===== src/rtl/gpg_pkg.sv =====
// ----------------------------------------------------------------------------
// gpg_pkg
// Shared types and constants for the gradient palette generator: colour
// packing, step count limits, front-to-back commands and result items.
// ----------------------------------------------------------------------------
package gpg_pkg;

  localparam int COLOR_W   = 24;
  localparam int CH_W      = 8;
  localparam int NUM_CH    = 3;
  localparam int STEP_W    = 6;
  localparam int MAX_STEPS = 63;

  localparam logic [STEP_W-1:0] STEPS_RESET = STEP_W'(16);
  localparam logic [STEP_W-1:0] MIN_STEPS   = STEP_W'(2);

  // command kinds passed from the front to the back
  typedef enum logic {
    CMD_ERR = 1'b0,
    CMD_SEG = 1'b1
  } cmd_kind_t;

  typedef struct packed {
    cmd_kind_t          kind;
    logic [COLOR_W-1:0] c1;
    logic [COLOR_W-1:0] c2;
    logic               fin;
  } cmd_t;

  typedef struct packed {
    logic [COLOR_W-1:0] color;
    logic               run_last;
    logic               palette_end;
    logic               too_few_colors;
  } res_t;

endpackage


===== src/rtl/gpg_front.sv =====
// ----------------------------------------------------------------------------
// gpg_front
// Accepts base colours, keeps the previous base colour and turns each item
// into a segment command, an error command or nothing (first colour).
// ----------------------------------------------------------------------------
module gpg_front import gpg_pkg::*; (
  input  logic               clk,
  input  logic               rst,
  input  logic               push,
  output logic               full,
  input  logic [COLOR_W-1:0] base_color,
  input  logic               final_color,
  output logic               cmd_push,
  output cmd_t               cmd_data,
  input  logic               cmd_full
);

  logic [COLOR_W-1:0] prev_base;
  logic               have_prev;
  logic               accept;

  // item accepted whenever the command queue has room
  assign full   = cmd_full;
  assign accept = push && !cmd_full;

  // classify: first colour is only stored, lone final colour is an error
  assign cmd_push      = accept && (have_prev || final_color);
  assign cmd_data.kind = have_prev ? CMD_SEG : CMD_ERR;
  assign cmd_data.c1   = prev_base;
  assign cmd_data.c2   = base_color;
  assign cmd_data.fin  = final_color;

  // previous base colour tracking
  always_ff @(posedge clk) begin
    if (rst) begin
      prev_base <= '0;
      have_prev <= 1'b0;
    end else if (accept) begin
      if (final_color) begin
        prev_base <= '0;
        have_prev <= 1'b0;
      end else begin
        prev_base <= base_color;
        have_prev <= 1'b1;
      end
    end
  end

endmodule


===== src/rtl/gpg_cmd_queue.sv =====
// ----------------------------------------------------------------------------
// gpg_cmd_queue
// Two-entry queue of commands between the front and the back.
// ----------------------------------------------------------------------------
module gpg_cmd_queue import gpg_pkg::*; (
  input  logic clk,
  input  logic rst,
  input  logic wr_en,
  input  cmd_t wr_data,
  output logic full,
  input  logic rd_en,
  output cmd_t rd_data,
  output logic empty
);

  cmd_t       mem [2];
  logic       wr_ptr;
  logic       rd_ptr;
  logic [1:0] count;
  logic       do_wr;
  logic       do_rd;

  assign full    = (count == 2'd2);
  assign empty   = (count == 2'd0);
  assign do_wr   = wr_en && !full;
  assign do_rd   = rd_en && !empty;
  assign rd_data = mem[rd_ptr];

  // storage
  always_ff @(posedge clk) begin
    if (do_wr) begin
      mem[wr_ptr] <= wr_data;
    end
  end

  // pointers and fill count
  always_ff @(posedge clk) begin
    if (rst) begin
      wr_ptr <= 1'b0;
      rd_ptr <= 1'b0;
      count  <= 2'd0;
    end else begin
      if (do_wr) begin
        wr_ptr <= ~wr_ptr;
      end
      if (do_rd) begin
        rd_ptr <= ~rd_ptr;
      end
      count <= count + 2'(do_wr) - 2'(do_rd);
    end
  end

endmodule


===== src/rtl/gpg_back.sv =====
// ----------------------------------------------------------------------------
// gpg_back
// Carries out commands: divides each channel difference once per segment,
// then walks the steps with a running quotient and remainder, drops
// repeated colours, and queues result items with end and error markers.
// ----------------------------------------------------------------------------
module gpg_back import gpg_pkg::*; (
  input  logic               clk,
  input  logic               rst,
  input  logic               cfg_write,
  input  logic [STEP_W-1:0]  cfg_data,
  input  cmd_t               cmd_data,
  input  logic               cmd_empty,
  output logic               cmd_pop,
  output logic               empty,
  input  logic               pop,
  output logic [COLOR_W-1:0] color,
  output logic               run_last,
  output logic               palette_end,
  output logic               too_few_colors
);

  typedef enum logic [2:0] {
    S_IDLE,
    S_DIV,
    S_STEP,
    S_FLUSH,
    S_MARK,
    S_ERR
  } state_t;

  state_t             state;
  logic [STEP_W-1:0]  steps;
  logic [STEP_W-1:0]  den;
  logic [STEP_W-1:0]  j_cnt;
  logic [2:0]         div_cnt;
  logic [COLOR_W-1:0] c1;
  logic               fin;

  // per-channel divider and stepping registers
  logic [CH_W-1:0]    dvd  [NUM_CH];
  logic [STEP_W-1:0]  rmd  [NUM_CH];
  logic [CH_W-1:0]    q    [NUM_CH];
  logic [STEP_W-1:0]  r    [NUM_CH];
  logic               neg  [NUM_CH];

  logic [COLOR_W-1:0] last_emitted;
  logic               have_emitted;
  logic [COLOR_W-1:0] held;
  logic               held_valid;

  // result queue
  res_t               out_mem [2];
  logic               out_wr;
  logic               out_rd;
  logic [1:0]         out_count;
  logic               out_push;
  res_t               out_item;
  logic               out_pop;
  logic               can_push;

  logic [COLOR_W-1:0] cur_color;
  logic               dup;
  logic               step_go;
  logic [STEP_W-1:0]  den_next;
  logic [STEP_W:0]    div_t    [NUM_CH];
  logic               div_ge   [NUM_CH];
  logic [STEP_W:0]    r_sum    [NUM_CH];
  logic               r_ge     [NUM_CH];
  logic [CH_W-1:0]    c1_ch    [NUM_CH];
  logic [CH_W-1:0]    c2_ch    [NUM_CH];

  // step count register
  always_ff @(posedge clk) begin
    if (rst) begin
      steps <= STEPS_RESET;
    end else if (cfg_write) begin
      steps <= cfg_data;
    end
  end

  // clamped divisor: steps minus one
  always_comb begin
    if (steps < MIN_STEPS) begin
      den_next = MIN_STEPS - STEP_W'(1);
    end else if (32'(steps) > MAX_STEPS) begin
      den_next = STEP_W'(MAX_STEPS - 1);
    end else begin
      den_next = steps - STEP_W'(1);
    end
  end

  // per-lane divider step, remainder update and current colour
  always_comb begin
    for (int k = 0; k < NUM_CH; k++) begin
      c1_ch[k]  = c1[k*CH_W +: CH_W];
      c2_ch[k]  = cmd_data.c2[k*CH_W +: CH_W];
      div_t[k]  = {rmd[k], dvd[k][CH_W-1]};
      div_ge[k] = (div_t[k] >= {1'b0, den});
      r_sum[k]  = {1'b0, r[k]} + {1'b0, rmd[k]};
      r_ge[k]   = (r_sum[k] >= {1'b0, den});
      cur_color[k*CH_W +: CH_W] = neg[k] ? (c1_ch[k] - q[k]) : (c1_ch[k] + q[k]);
    end
  end

  assign dup      = have_emitted && (cur_color == last_emitted);
  assign can_push = (out_count != 2'd2);
  assign step_go  = dup || !held_valid || can_push;
  assign cmd_pop  = (state == S_IDLE) && !cmd_empty;

  // result selection per state
  always_comb begin
    out_push = 1'b0;
    out_item = '0;
    case (state)
      S_STEP: begin
        out_item.color = held;
        out_push       = !dup && held_valid && can_push;
      end
      S_FLUSH: begin
        out_item.color    = held;
        out_item.run_last = !fin;
        out_push          = held_valid && can_push;
      end
      S_MARK: begin
        out_item.run_last    = 1'b1;
        out_item.palette_end = 1'b1;
        out_push             = can_push;
      end
      S_ERR: begin
        out_item.run_last       = 1'b1;
        out_item.too_few_colors = 1'b1;
        out_push                = can_push;
      end
      default: begin
        out_push = 1'b0;
      end
    endcase
  end

  // sequencer
  always_ff @(posedge clk) begin
    if (rst) begin
      state        <= S_IDLE;
      last_emitted <= '0;
      have_emitted <= 1'b0;
      held_valid   <= 1'b0;
      held         <= '0;
      den          <= '0;
      j_cnt        <= '0;
      div_cnt      <= '0;
      c1           <= '0;
      fin          <= 1'b0;
    end else begin
      case (state)
        S_IDLE: begin
          if (!cmd_empty) begin
            c1      <= cmd_data.c1;
            fin     <= cmd_data.fin;
            den     <= den_next;
            div_cnt <= '0;
            j_cnt   <= '0;
            state   <= (cmd_data.kind == CMD_SEG) ? S_DIV : S_ERR;
          end
        end
        S_DIV: begin
          div_cnt <= div_cnt + 3'd1;
          if (div_cnt == 3'(CH_W - 1)) begin
            state <= S_STEP;
          end
        end
        S_STEP: begin
          if (step_go) begin
            if (!dup) begin
              held         <= cur_color;
              held_valid   <= 1'b1;
              last_emitted <= cur_color;
              have_emitted <= 1'b1;
            end
            j_cnt <= j_cnt + STEP_W'(1);
            if (j_cnt == den) begin
              state <= S_FLUSH;
            end
          end
        end
        S_FLUSH: begin
          if (!held_valid || can_push) begin
            held_valid <= 1'b0;
            state      <= fin ? S_MARK : S_IDLE;
          end
        end
        S_MARK: begin
          if (can_push) begin
            last_emitted <= '0;
            have_emitted <= 1'b0;
            state        <= S_IDLE;
          end
        end
        S_ERR: begin
          if (can_push) begin
            last_emitted <= '0;
            have_emitted <= 1'b0;
            state        <= S_IDLE;
          end
        end
        default: begin
          state <= S_IDLE;
        end
      endcase
    end
  end

  // per-lane datapath: restoring divide, then running quotient and remainder
  always_ff @(posedge clk) begin
    for (int k = 0; k < NUM_CH; k++) begin
      if (state == S_IDLE) begin
        neg[k] <= (c2_ch[k] < cmd_data.c1[k*CH_W +: CH_W]);
        dvd[k] <= (c2_ch[k] < cmd_data.c1[k*CH_W +: CH_W]) ?
                  (cmd_data.c1[k*CH_W +: CH_W] - c2_ch[k]) :
                  (c2_ch[k] - cmd_data.c1[k*CH_W +: CH_W]);
        rmd[k] <= '0;
        q[k]   <= '0;
        r[k]   <= '0;
      end else if (state == S_DIV) begin
        if (div_ge[k]) begin
          rmd[k] <= STEP_W'(div_t[k] - {1'b0, den});
        end else begin
          rmd[k] <= div_t[k][STEP_W-1:0];
        end
        dvd[k] <= {dvd[k][CH_W-2:0], div_ge[k]};
      end else if (state == S_STEP && step_go) begin
        if (r_ge[k]) begin
          r[k] <= STEP_W'(r_sum[k] - {1'b0, den});
          q[k] <= q[k] + dvd[k] + CH_W'(1);
        end else begin
          r[k] <= r_sum[k][STEP_W-1:0];
          q[k] <= q[k] + dvd[k];
        end
      end
    end
  end

  // result queue storage
  assign out_pop = pop && (out_count != 2'd0);
  assign empty   = (out_count == 2'd0);

  always_ff @(posedge clk) begin
    if (out_push) begin
      out_mem[out_wr] <= out_item;
    end
  end

  always_ff @(posedge clk) begin
    if (rst) begin
      out_wr    <= 1'b0;
      out_rd    <= 1'b0;
      out_count <= 2'd0;
    end else begin
      if (out_push) begin
        out_wr <= ~out_wr;
      end
      if (out_pop) begin
        out_rd <= ~out_rd;
      end
      out_count <= out_count + 2'(out_push) - 2'(out_pop);
    end
  end

  assign color          = out_mem[out_rd].color;
  assign run_last       = out_mem[out_rd].run_last;
  assign palette_end    = out_mem[out_rd].palette_end;
  assign too_few_colors = out_mem[out_rd].too_few_colors;

`ifndef SYNTHESIS
  a_out_count: assert property (@(posedge clk) disable iff (rst)
    out_count != 2'd3)
    else $error("result queue count out of range");

  a_idle_no_held: assert property (@(posedge clk) disable iff (rst)
    (state == S_IDLE) |-> !held_valid)
    else $error("held colour left over at end of segment");

  a_step_bound: assert property (@(posedge clk) disable iff (rst)
    (state == S_STEP) |-> (j_cnt <= den))
    else $error("step index beyond segment");

  a_mark_clears: assert property (@(posedge clk) disable iff (rst)
    (state == S_MARK && can_push) |=> (!have_emitted && state == S_IDLE))
    else $error("gradient state not cleared after end marker");
`endif

endmodule


===== src/rtl/gradient_palette_generator_unit.sv =====
// A stored first colour gives no result; an error item gives a single error result.
// A segment item is taken as a command, divided once per channel, walked step by step
// and flushed, adding the end marker on a final item; the next command waits until then.
// Each channel has its own stepper; a full result queue can stall it, repeats give no result.
// Reset (rst, synchronous) clears queues and gradient state and sets the step count to 16.
// ----------------------------------------------------------------------------
// gradient_palette_generator_unit
// Multi-stop linear RGB gradient: base colours in, interpolated palette
// entries out, with end marker and error result.
// ----------------------------------------------------------------------------
module gradient_palette_generator_unit import gpg_pkg::*; (
  input  logic               clk,
  input  logic               rst,
  input  logic               cfg_write,
  input  logic [STEP_W-1:0]  cfg_data,
  input  logic               push,
  output logic               full,
  input  logic [COLOR_W-1:0] base_color,
  input  logic               final_color,
  output logic               empty,
  input  logic               pop,
  output logic [COLOR_W-1:0] color,
  output logic               run_last,
  output logic               palette_end,
  output logic               too_few_colors
);

  logic cmd_push;
  cmd_t cmd_wr;
  logic cmd_full;
  logic cmd_pop;
  cmd_t cmd_rd;
  logic cmd_empty;

  // front: accept and classify items
  gpg_front u_front (
    .clk         (clk),
    .rst         (rst),
    .push        (push),
    .full        (full),
    .base_color  (base_color),
    .final_color (final_color),
    .cmd_push    (cmd_push),
    .cmd_data    (cmd_wr),
    .cmd_full    (cmd_full)
  );

  // command queue between front and back
  gpg_cmd_queue u_cmd_queue (
    .clk     (clk),
    .rst     (rst),
    .wr_en   (cmd_push),
    .wr_data (cmd_wr),
    .full    (cmd_full),
    .rd_en   (cmd_pop),
    .rd_data (cmd_rd),
    .empty   (cmd_empty)
  );

  // back: interpolation and result queue
  gpg_back u_back (
    .clk            (clk),
    .rst            (rst),
    .cfg_write      (cfg_write),
    .cfg_data       (cfg_data),
    .cmd_data       (cmd_rd),
    .cmd_empty      (cmd_empty),
    .cmd_pop        (cmd_pop),
    .empty          (empty),
    .pop            (pop),
    .color          (color),
    .run_last       (run_last),
    .palette_end    (palette_end),
    .too_few_colors (too_few_colors)
  );

endmodule

===== config.mk =====
export PLATFORM = sky130hd
export DESIGN_NAME = gradient_palette_generator_unit
export DESIGN_NICKNAME = d
export VERILOG_FILES = /design/src/rtl/gpg_pkg.sv /design/src/rtl/gpg_front.sv /design/src/rtl/gpg_cmd_queue.sv /design/src/rtl/gpg_back.sv /design/src/rtl/gradient_palette_generator_unit.sv
export SDC_FILE = /design/constraint.sdc
export NUM_CORES = 1
export LEC_CHECK = 0
export BUFFER_PORTS_ARGS = -buffer_cell sky130_fd_sc_hd__buf_4
export CORE_MARGIN = 10
export CORE_UTILIZATION = 63
export CTS_CLUSTER_DIAMETER = 200
export DETAILED_ROUTE_END_ITERATION = 10
export GPL_ROUTABILITY_DRIVEN = 0
export PLACE_DENSITY = 0.86
export SYNTH_ARGS = -nofsm -noshare
export SYNTH_HDL_FRONTEND = slang
export SYNTH_SLANG_ARGS = --single-unit

===== constraint.sdc =====
create_clock -name clk -period 6.56 [get_ports clk]
set_input_delay 1.312 -clock clk [delete_from_list [all_inputs] [get_ports clk]]
set_output_delay 1.312 -clock clk [all_outputs]
set_load 0.03 [all_outputs]

=== Word level (Yosys, flattened, before mapping) ===
Memory sizes are Yosys's and may differ from the RTL's. A register that Yosys moved wholly into a read port is not among the register bits.
Index checks and enable logic that the tools add are counted.

* Register bits: 132
* Bits in writable memories: 241
* Bits of input ports: 36
* Output and inout bits: 29
* Word-level logic and storage cells: 278
* Memories kept: 7

* Add/sub/neg operators: 34
* Order comparisons: 10
* Equal/unequal tests: 17
* Muxes and demuxes: 127
* Bitwise gates (word level): 27
* Reductions and logical operators: 37

{| class="wikitable"
|+ Memory list
! memory !! depth !! bits a word !! rd ports !! clocked after memory_dff !! write ports !! line !! source
|-
| u_cmd_queue.mem || 2 || 50 || 1 || 1 || 1 || gpg_cmd_queue.sv:16 || <nowiki>cmd_t mem [2];</nowiki>
|-
| u_back.out_mem || 2 || 27 || 1 || 1 || 1 || gpg_back.sv:53 || <nowiki>res_t out_mem [2];</nowiki>
|-
| u_back.dvd || 3 || 8 || 3 || 0 || 3 || gpg_back.sv:41 || <nowiki>logic [CH_W-1:0] dvd [NUM_CH];</nowiki>
|-
| u_back.q || 3 || 8 || 3 || 0 || 3 || gpg_back.sv:43 || <nowiki>logic [CH_W-1:0] q [NUM_CH];</nowiki>
|-
| u_back.r || 3 || 6 || 3 || 0 || 3 || gpg_back.sv:44 || <nowiki>logic [STEP_W-1:0] r [NUM_CH];</nowiki>
|-
| u_back.rmd || 3 || 6 || 3 || 0 || 3 || gpg_back.sv:42 || <nowiki>logic [STEP_W-1:0] rmd [NUM_CH];</nowiki>
|-
| 1 more memories || -- || -- || -- || -- || -- || -- ||
|}

{| class="wikitable"
|+ Operators by type and width
! cell !! count
|-
| $mux 24 || 5
|-
| $mux 8 || 15
|-
| $mux 6 || 15
|-
| $mux 1 || 75
|-
| $sub 8x8->8 || 9
|-
| $add 8x8->8 || 6
|-
| $pmux 24 s2 || 1
|-
| $ge 7x6->1 || 6
|-
| $sub 6x6->6 || 6
|-
| $mux 3 || 9
|-
| $add 8x1->8 const B || 3
|-
| $eq 24x24->1 || 1
|-
| $lt 8x8->1 || 3
|-
| $add 6x6->7 || 3
|-
| $or 1x1->1 || 21
|-
| $pmux 3 s5 || 1
|-
| $pmux 6 s2 || 1
|-
| $logic_and 1x1->1 || 11
|-
| $ne 2x1->1 const B || 5
|-
| $reduce_bool 2->1 || 5
|-
| $eq 3x3->1 const B || 3
|-
| $reduce_and 4->1 || 2
|-
| $add 6x1->6 const B || 1
|-
| $eq 3x2->1 const B || 2
|-
| other kinds (21) || 43
|}

=== Longest topological paths before layout ===
Gate-level depths: netlist (run 1).

* Depth after elaboration: 13
* Depth in mapped cells: 19
* Gate-level depth less buffers: 18

=== Hierarchy ===
A second synthesis (run 1) with hierarchy kept.

* Cell total of the unflattened synthesis: 2120
* Area total of the unflattened synthesis: 22084.9 um^2

{| class="wikitable"
|+ By module, submodules not included
! module !! instances !! cells each !! area each (um^2) !! sequential area each (um^2)
|-
| gpg_back || 1 || 1796 || 16877.4 || 6316.1
|-
| gpg_cmd_queue || 1 || 183 || 3828.7 || 3103.0
|-
| gpg_front || 1 || 141 || 1378.8 || 500.5
|}

=== Worst setup path before layout (run 1) ===
OpenSTA, ideal clock, no wires.

* Path kind: register to register
* Start: memory u_back.q[0][1]
* End: memory u_back.out_mem[1][0] (netlist bit), enable pin
* Library setup time: 0.451 ns
* Data arrival time: 4.872 ns
* Required time: 6.109 ns
* Slack: 1.237 ns
* Cell stages (with the launch flop): 14
* Buffers on the path: 0
* Clock period less this slack: 5.323 ns
* Cells stage by stage: edfxtp_1 inv_1 ha_1 mux2_2 fa_1 or2b_1 a211oi_1 mux2i_1 a21oi_1 and4b_1 nand4b_1 nor3_1 o21a_1 nor3b_1

{| class="wikitable"
|+ RTL lines
! what !! line
|-
| start: declaration || gpg_back.sv:43
|-
| end: declaration || gpg_back.sv:53
|}

==> metrics.csv, run 1 <==
metric,value,unit
n_fill_cell,2323,
cts_tree,built,
async_flop_share,0,
drtIter0Drc,1352,
critical_path_class,flip-flop to flip-flop,
cts.sinks,375,
r2r_slack,1.45,ns
cpLargestDelayFamily,simple AND/OR/NAND/NOR gates,
rsz0062_at_grt,false,
grt_pass1_vias,15500,
slowest_stage,nand2b_1,
min_period,5.11,ns
ys_ff_latch,375,
drcViolationCount,0,
clock_path_buffers,3,
synthDistinctLibCells,68,
die_area,41600,um2
synth_fp_nets,2232,
worstPathArrival,5.25,ns
max_freq,196,MHz
relSlewSlack,0.0876,
crit_chain,inv_1 -> ha_1 -> mux2_2 -> fa_1 -> xor2_2 -> xnor2_1 -> or4_1 -> a211o_1 -> nor4_1 -> and4bb_2 -> a21o_2 -> nand3_4 -> nand2b_1,
path_buf_inv,1,
end_kind,flip-flop,
hold_path.class,flip-flop to flip-flop,
cp_max_fo,45,
vias,15400,
hold_buffers,0,
reg2regPathDepth,13,
die_w,204,um
final_nets,2269,
design_area,23400,um2
postCtsSetupRepairBufs,0,
clock_latency,0.53,ns
hpwl,34300,um
yosysSeqAreaShare,0.465,
n_antenna_cell,0,
status,finished clean,
placedInstanceArea,22200,um2
grt_start_max_net_pins,73,
grt_pass1_wl,77800,um
synth.most_common_cell,edfxtp_1,
totalWireLength,48300,um
synth_top_area_frac,0.340,
setup_viol,0,
hold_start,u_front.prev_base[3],
grt_overflow,0,
timing.rr.start,u_back.q[0][1],
area_delta_synth_final,9.85,%
tns,0,ns
core-area,33400,um2
first_pass_iters,7,
clk_pin_slew,0.06,ns
syn_area,21300,um2
synth_common_cells,"241 x edfxtp_1, 193 x nor2_1, 155 x ha_1",
synth-edff-count,241,
start_util,0.637,
boundaryPins,65,
antenna_left,0,
cp-start-kind,flip-flop,
yosys.area.top_type,edfxtp_1,
finalHoldViolCount,0,
synth_warnings,0,
wl_per_cell,19.1,um
synthTopCellsByArea,"edfxtp_1 34%, dfxtp_1 13%, ha_1 9.1%, mux2i_1 4.7%, xnor2_1 4.7%",
synth_flop_cell,edfxtp_1,
viasPerCell,6.09,
critPathRequiredTime,6.71,ns
min_path_cells,0,
cts_resized,0,
drive_gt1_frac,0.0959,
rows,67,
antenna_found_initial,0,
r2r-end,u_back.r[2][2],
hold_end,u_cmd_queue.mem[1][28],
slowest_delay,0.81,ns
cts_htree_levels,2,
grt_use_total,0.227,
avgSynthCellArea,10.6,um2
period_share,0.778,
synthCells,2020,
drv_cap,0,
numCtsBuffers,39,
drv_slew,0,
cts-root-buf,clkbuf_16,
finClkSkew,0.0144,ns
max_slew.worst_pin.slew,1.37,ns
die_y,204,um
portBuffers,64,
## registers in the layout, summed over array words and instances, names as in the netlist, 18 cells and up, named ones only
register and count:
u_back.c1 24, u_back.last_emitted 24, u_cmd_queue.mem 100, u_back.held 24, u_back.dvd 24, u_back.rmd 18
u_back.r 18, u_back.q 24, u_front.prev_base 24, u_back.out_mem 54
## layer usage
metal,up-vias,track usage,share of wire
met3,120,0.0369,0.074
met1,7419,0.290,0.42
met5,-,0,0
met2,580,0.381,0.48
li1,7310,-,-
met4,0,0.0870,0.035
## metrics by stage
| step | setup slack [ns] | utilization | cells | hold WS [ns] |
|---|---|---|---|---|
| 5_1_grt | 1.15 | 0.700 | 2534 | 0.466 |
| 3_5_place_dp | 1.53 | 0.663 | 2463 | 0.440 |
| 2_1_floorplan | 1.24 | - | 2020 | 0.426 |
| 6_report | 1.45 | 0.700 | 2534 | 0.453 |
| 4_1_cts | 1.49 | 0.700 | 2533 | 0.454 |
| 3_3_place_gp | 1.63 | 0.663 | 2463 | 0.433 |
## worst reg2reg max path, cell delays in order, from the launching register on
cell	delay, ns
edfxtp_1	0.48
inv_1	0.10
ha_1	0.23
mux2_2	0.29
fa_1	0.45
xor2_2	0.24
xnor2_1	0.11
or4_1	0.53
a211o_1	0.27
nor4_1	0.26
and4bb_2	0.33
a21o_2	0.20
nand3_4	0.40
nand2b_1	0.82
## area by class of cell
type                            instances  area (um2)  share of cell area
Inverter                              145         544              0.0232
Sequential cell                       375        9920               0.424
Clock buffer                           53        1060              0.0451
Clock inverter                         17         169             0.00721
Timing Repair Buffer                   80         598              0.0255
Multi-Input combinational cell       1416       10600               0.451
Tap cell                              448         561              0.0239
## how the worst max path moves through the flow
stage               depth (start not counted)              endpoint           start  slack (ns)
detailed placement                         13        u_back.q[2][0]  u_back.q[2][1]        1.53
CTS                                        13        u_back.r[2][3]  u_back.q[2][1]        1.49
global route                               13        u_back.r[1][1]  u_back.q[2][1]        1.15
finish                                     13        u_back.r[2][2]  u_back.q[0][1]        1.45
global placement                           13        u_back.q[2][1]  u_back.q[0][1]        1.63
floorplan                                  13  u_back.out_mem[1][0]  u_back.q[0][1]        1.24
## layout by cell type, fill, tap and decap left out, types with 26 or more instances in the layout
cell       count
mux2i_1      101
nor2b_1       26
nor3b_1       31
a211oi_1      48
buf_4         79
clkbuf_16     39
o21ai_0       71
nor2_1       190
edfxtp_1     241
xnor2_1      114
nand2_1       93
ha_1         155
mux2_2        41
a21oi_1      140
and2_1        27
inv_1        144
o22ai_1       28
xor2_1        45
a21o_1        29
dfxtp_1      133
## kinds of logic (layout without fill, tap and decap cells)
group	after synthesis	count (layout)	share of synthesized area
buffers and inverters	229	295	0.0407
DFF	375	375	0.465
AOI/OAI and AO/OA	426	426	0.126
and+or+nand+nor	507	507	0.117
adders and majority gates	176	176	0.111
xor gates and xnor gates	165	165	0.0714
muxes	142	142	0.0691
Power of run 1 is not shown: default switching activity piles up to over one toggle a cycle in this logic, so the estimate is an artifact.
==> inputs of run 2 (changes only) <==
ABC_AREA = 1   (was default)
clock period = 5.2 ns   (was 6.56 ns; I/O delays follow)
==> run 2 against run 1 <==
Against the previous run: register-to-register slack lost 0.69 ns; critical path depth grew 9; sequential share of layout area shrank 0.67 points; non-clock buffer count grew 1; synthesized cell count grew 23%; critical endpoint is now u_back.r[2][4]; flip-flop and latch count is the same; global-route usage grew 1.4 points; area after synthesis grew 1.6%; via count grew 13%; worst setup slack lost 0.69 ns; count of clock-buffer cells in the layout grew 5.
==> metrics.csv, run 2 <==
metric,value,unit,change
setup_viol,0,,unchanged
core-area,33700,um2,+0.75%
synth_fp_nets,2698,,+21%
grt_overflow,0,,unchanged
finalHoldViolCount,0,,unchanged
synth_flop_cell,edfxtp_1,,
avgSynthCellArea,8.71,um2,-17%
cts-root-buf,clkbuf_16,,
grt_busiest_layer,met2,,
vias,17500,,+13%
synth-edff-count,241,,unchanged
final_nets,2754,,+21%
relSlewSlack,0.208,,+0.121
critical_path_class,flip-flop to flip-flop,,
layout_common_cells,"562 x nand2_1, 352 x inv_1, 241 x edfxtp_1",,
antenna_found_initial,0,,unchanged
clock_path_buffers,3,,unchanged
syn_area,21700,um2,+1.6%
clock_latency,0.53,ns,about the same
largest_register_ff_count,100,,unchanged
period_share,0.853,,+0.0746
numCtsBuffers,39,,unchanged
hpwl,37400,um,+8.9%
synthCells,2486,,+23%
cts_tree,built,,
tns,0,ns,unchanged
synth_common_cells,"563 x nand2_1, 352 x inv_1, 241 x edfxtp_1",,
use_met2,0.417,,+0.0357
portBuffers,64,,unchanged
grt_pass1_vias,17300,,+12%
die_w,205,um,+0.72%
grt_use_total,0.241,,+0.0137
die_y,205,um,+0.72%
die_area,42200,um2,+1.4%
worstPathArrival,4.58,ns,-0.67 ns
drive_gt1_frac,0.0891,,-0.00681
drcViolationCount,0,,unchanged
cts.sinks,375,,unchanged
viasPerCell,5.78,,-5.0%
async_flop_share,0,,unchanged
finClkSkew,0.0170,ns,+0.00260 ns
start_util,0.643,,+0.00534
first_pass_iters,8,,+1
drv_cap,0,,unchanged
hold_path.class,flip-flop to flip-flop,,
min_period,4.43,ns,-0.670 ns
postCtsSetupRepairBufs,0,,unchanged
grt_pass1_wl,83900,um,+7.8%
max_freq,225,MHz,+15%
boundaryPins,65,,unchanged
ys_ff_latch,375,,unchanged
cp-start-kind,flip-flop,,
totalWireLength,51600,um,+6.8%
drtIter0Drc,1659,,+23%
regMostFlops,u_cmd_queue.mem,,
status,finished clean,,
rows,67,,unchanged
end_kind,flip-flop,,
hold_buffers,0,,unchanged
yosys.area.top_type,edfxtp_1,,
top_regs,"u_cmd_queue.mem x100, u_back.out_mem x54",,
max_slew.worst_pin.slew,1.19,ns,-0.182 ns
synthDistinctLibCells,58,,-15%
synth.most_common_cell,nand2_1,,
cts_resized,0,,unchanged
yosysSeqAreaShare,0.458,,-0.00731
mostFrequentLayoutCell,nand2_1,,
cp_max_fo,24,,-47%
n_antenna_cell,0,,unchanged
critPathRequiredTime,5.35,ns,-1.36 ns
final_util,0.706,,+0.00599
antenna_left,0,,unchanged
area_delta_synth_final,9.87,%,about the same
synth_warnings,0,,unchanged
drv_slew,0,,unchanged
synthTopCellsByArea,"edfxtp_1 33%, dfxtp_1 12%, nand2_1 9.8%, ha_1 9.0%, inv_1 6.1%",,
cts_htree_levels,2,,unchanged
use_met1,0.294,,+0.00373
clk_pin_slew,0.06,ns,about the same
grt_use_met3,0.0494,,+0.0124
grt_start_max_net_pins,93,,+27%
wl_per_cell,17.1,um,-10%
rsz0062_at_grt,false,,
synth_top_area_frac,0.334,,-0.00534
==> run 2: cell types whose count changed in the layout (fill, tap and decap cells not counted), sizes merged, moves of 65 or more <==
cell   delta
nand2   +487
inv     +215
nand3   +103
mux2i    -98
xnor2    -76
a21oi    +68
o21ai    +65
==> run 2: layer usage <==
layer / up-vias / part of all wire
met2: 717 / 0.49
met3: 135 / 0.086
met1: 8264 / 0.40
li1: 8348 / -
met5: - / 0
met4: 0 / 0.031
==> run 2: area by class of cell <==
cell class	count	area (um2)
well taps	448	561
multi-input cells	1685	10100
clock buffers	58	1130
flip-flops and latches	375	9920
inverters	360	1350
clock inverters	12	95.1
repair buffers	81	608
fillers	2438	9910
==> run 2: cell families after synthesis <==
logic type	count (synthesis)	share of synthesized area
xor+xnor	120	0.0499
buf+inv	426	0.0759
flops	375	0.458
simple gates	939	0.183
compound gates	416	0.107
fa+ha+maj	176	0.109
mux	34	0.0175
==> run 2: worst max-delay path: stages, from the launching register on <==
cell      delay [ns]
edfxtp_1        0.49
inv_1           0.10
ha_1            0.14
inv_1           0.05
nor2_1          0.14
nand2_1         0.10
o31ai_1         0.30
xnor2_1         0.17
inv_1           0.06
ha_1            0.35
nand2_1         0.11
inv_1           0.05
a21oi_1         0.19
nand2_1         0.10
nand3_1         0.10
nand2_1         0.08
nand2_1         0.09
nand2_1         0.07
nor3_2          0.17
nand3_2         0.16
nand2_4         0.21
nand2_8         0.19
nand2_1         0.60
==> run 2: path summary, 6_finish.rpt <==
check / slack [ns] / to / depth (start not counted) / from
max reg2reg: 0.77 / u_back.r[2][4] / 22 / u_back.q[1][1]
min reg2reg: 0.45 / u_cmd_queue.mem[1][48] / 0 / u_front.prev_base[23]
min: 0.45 / u_cmd_queue.mem[1][48] / 0 / u_front.prev_base[23]
max: 0.77 / u_back.r[2][4] / 22 / u_back.q[1][1]
==> run 2: through the flow <==
stage	cell area [um2]	std cells	hold WS [ns]	setup WS, ns
2_1_floorplan	21700	2486	0.423	0.961
3_3_place_gp	22600	2949	0.431	1.18
3_5_place_dp	22600	2949	0.441	1.02
4_1_cts	23800	3019	0.451	0.934
5_1_grt	23800	3019	0.469	0.553
6_report	23800	3019	0.451	0.765
Power of run 2 is left out for the same reason.
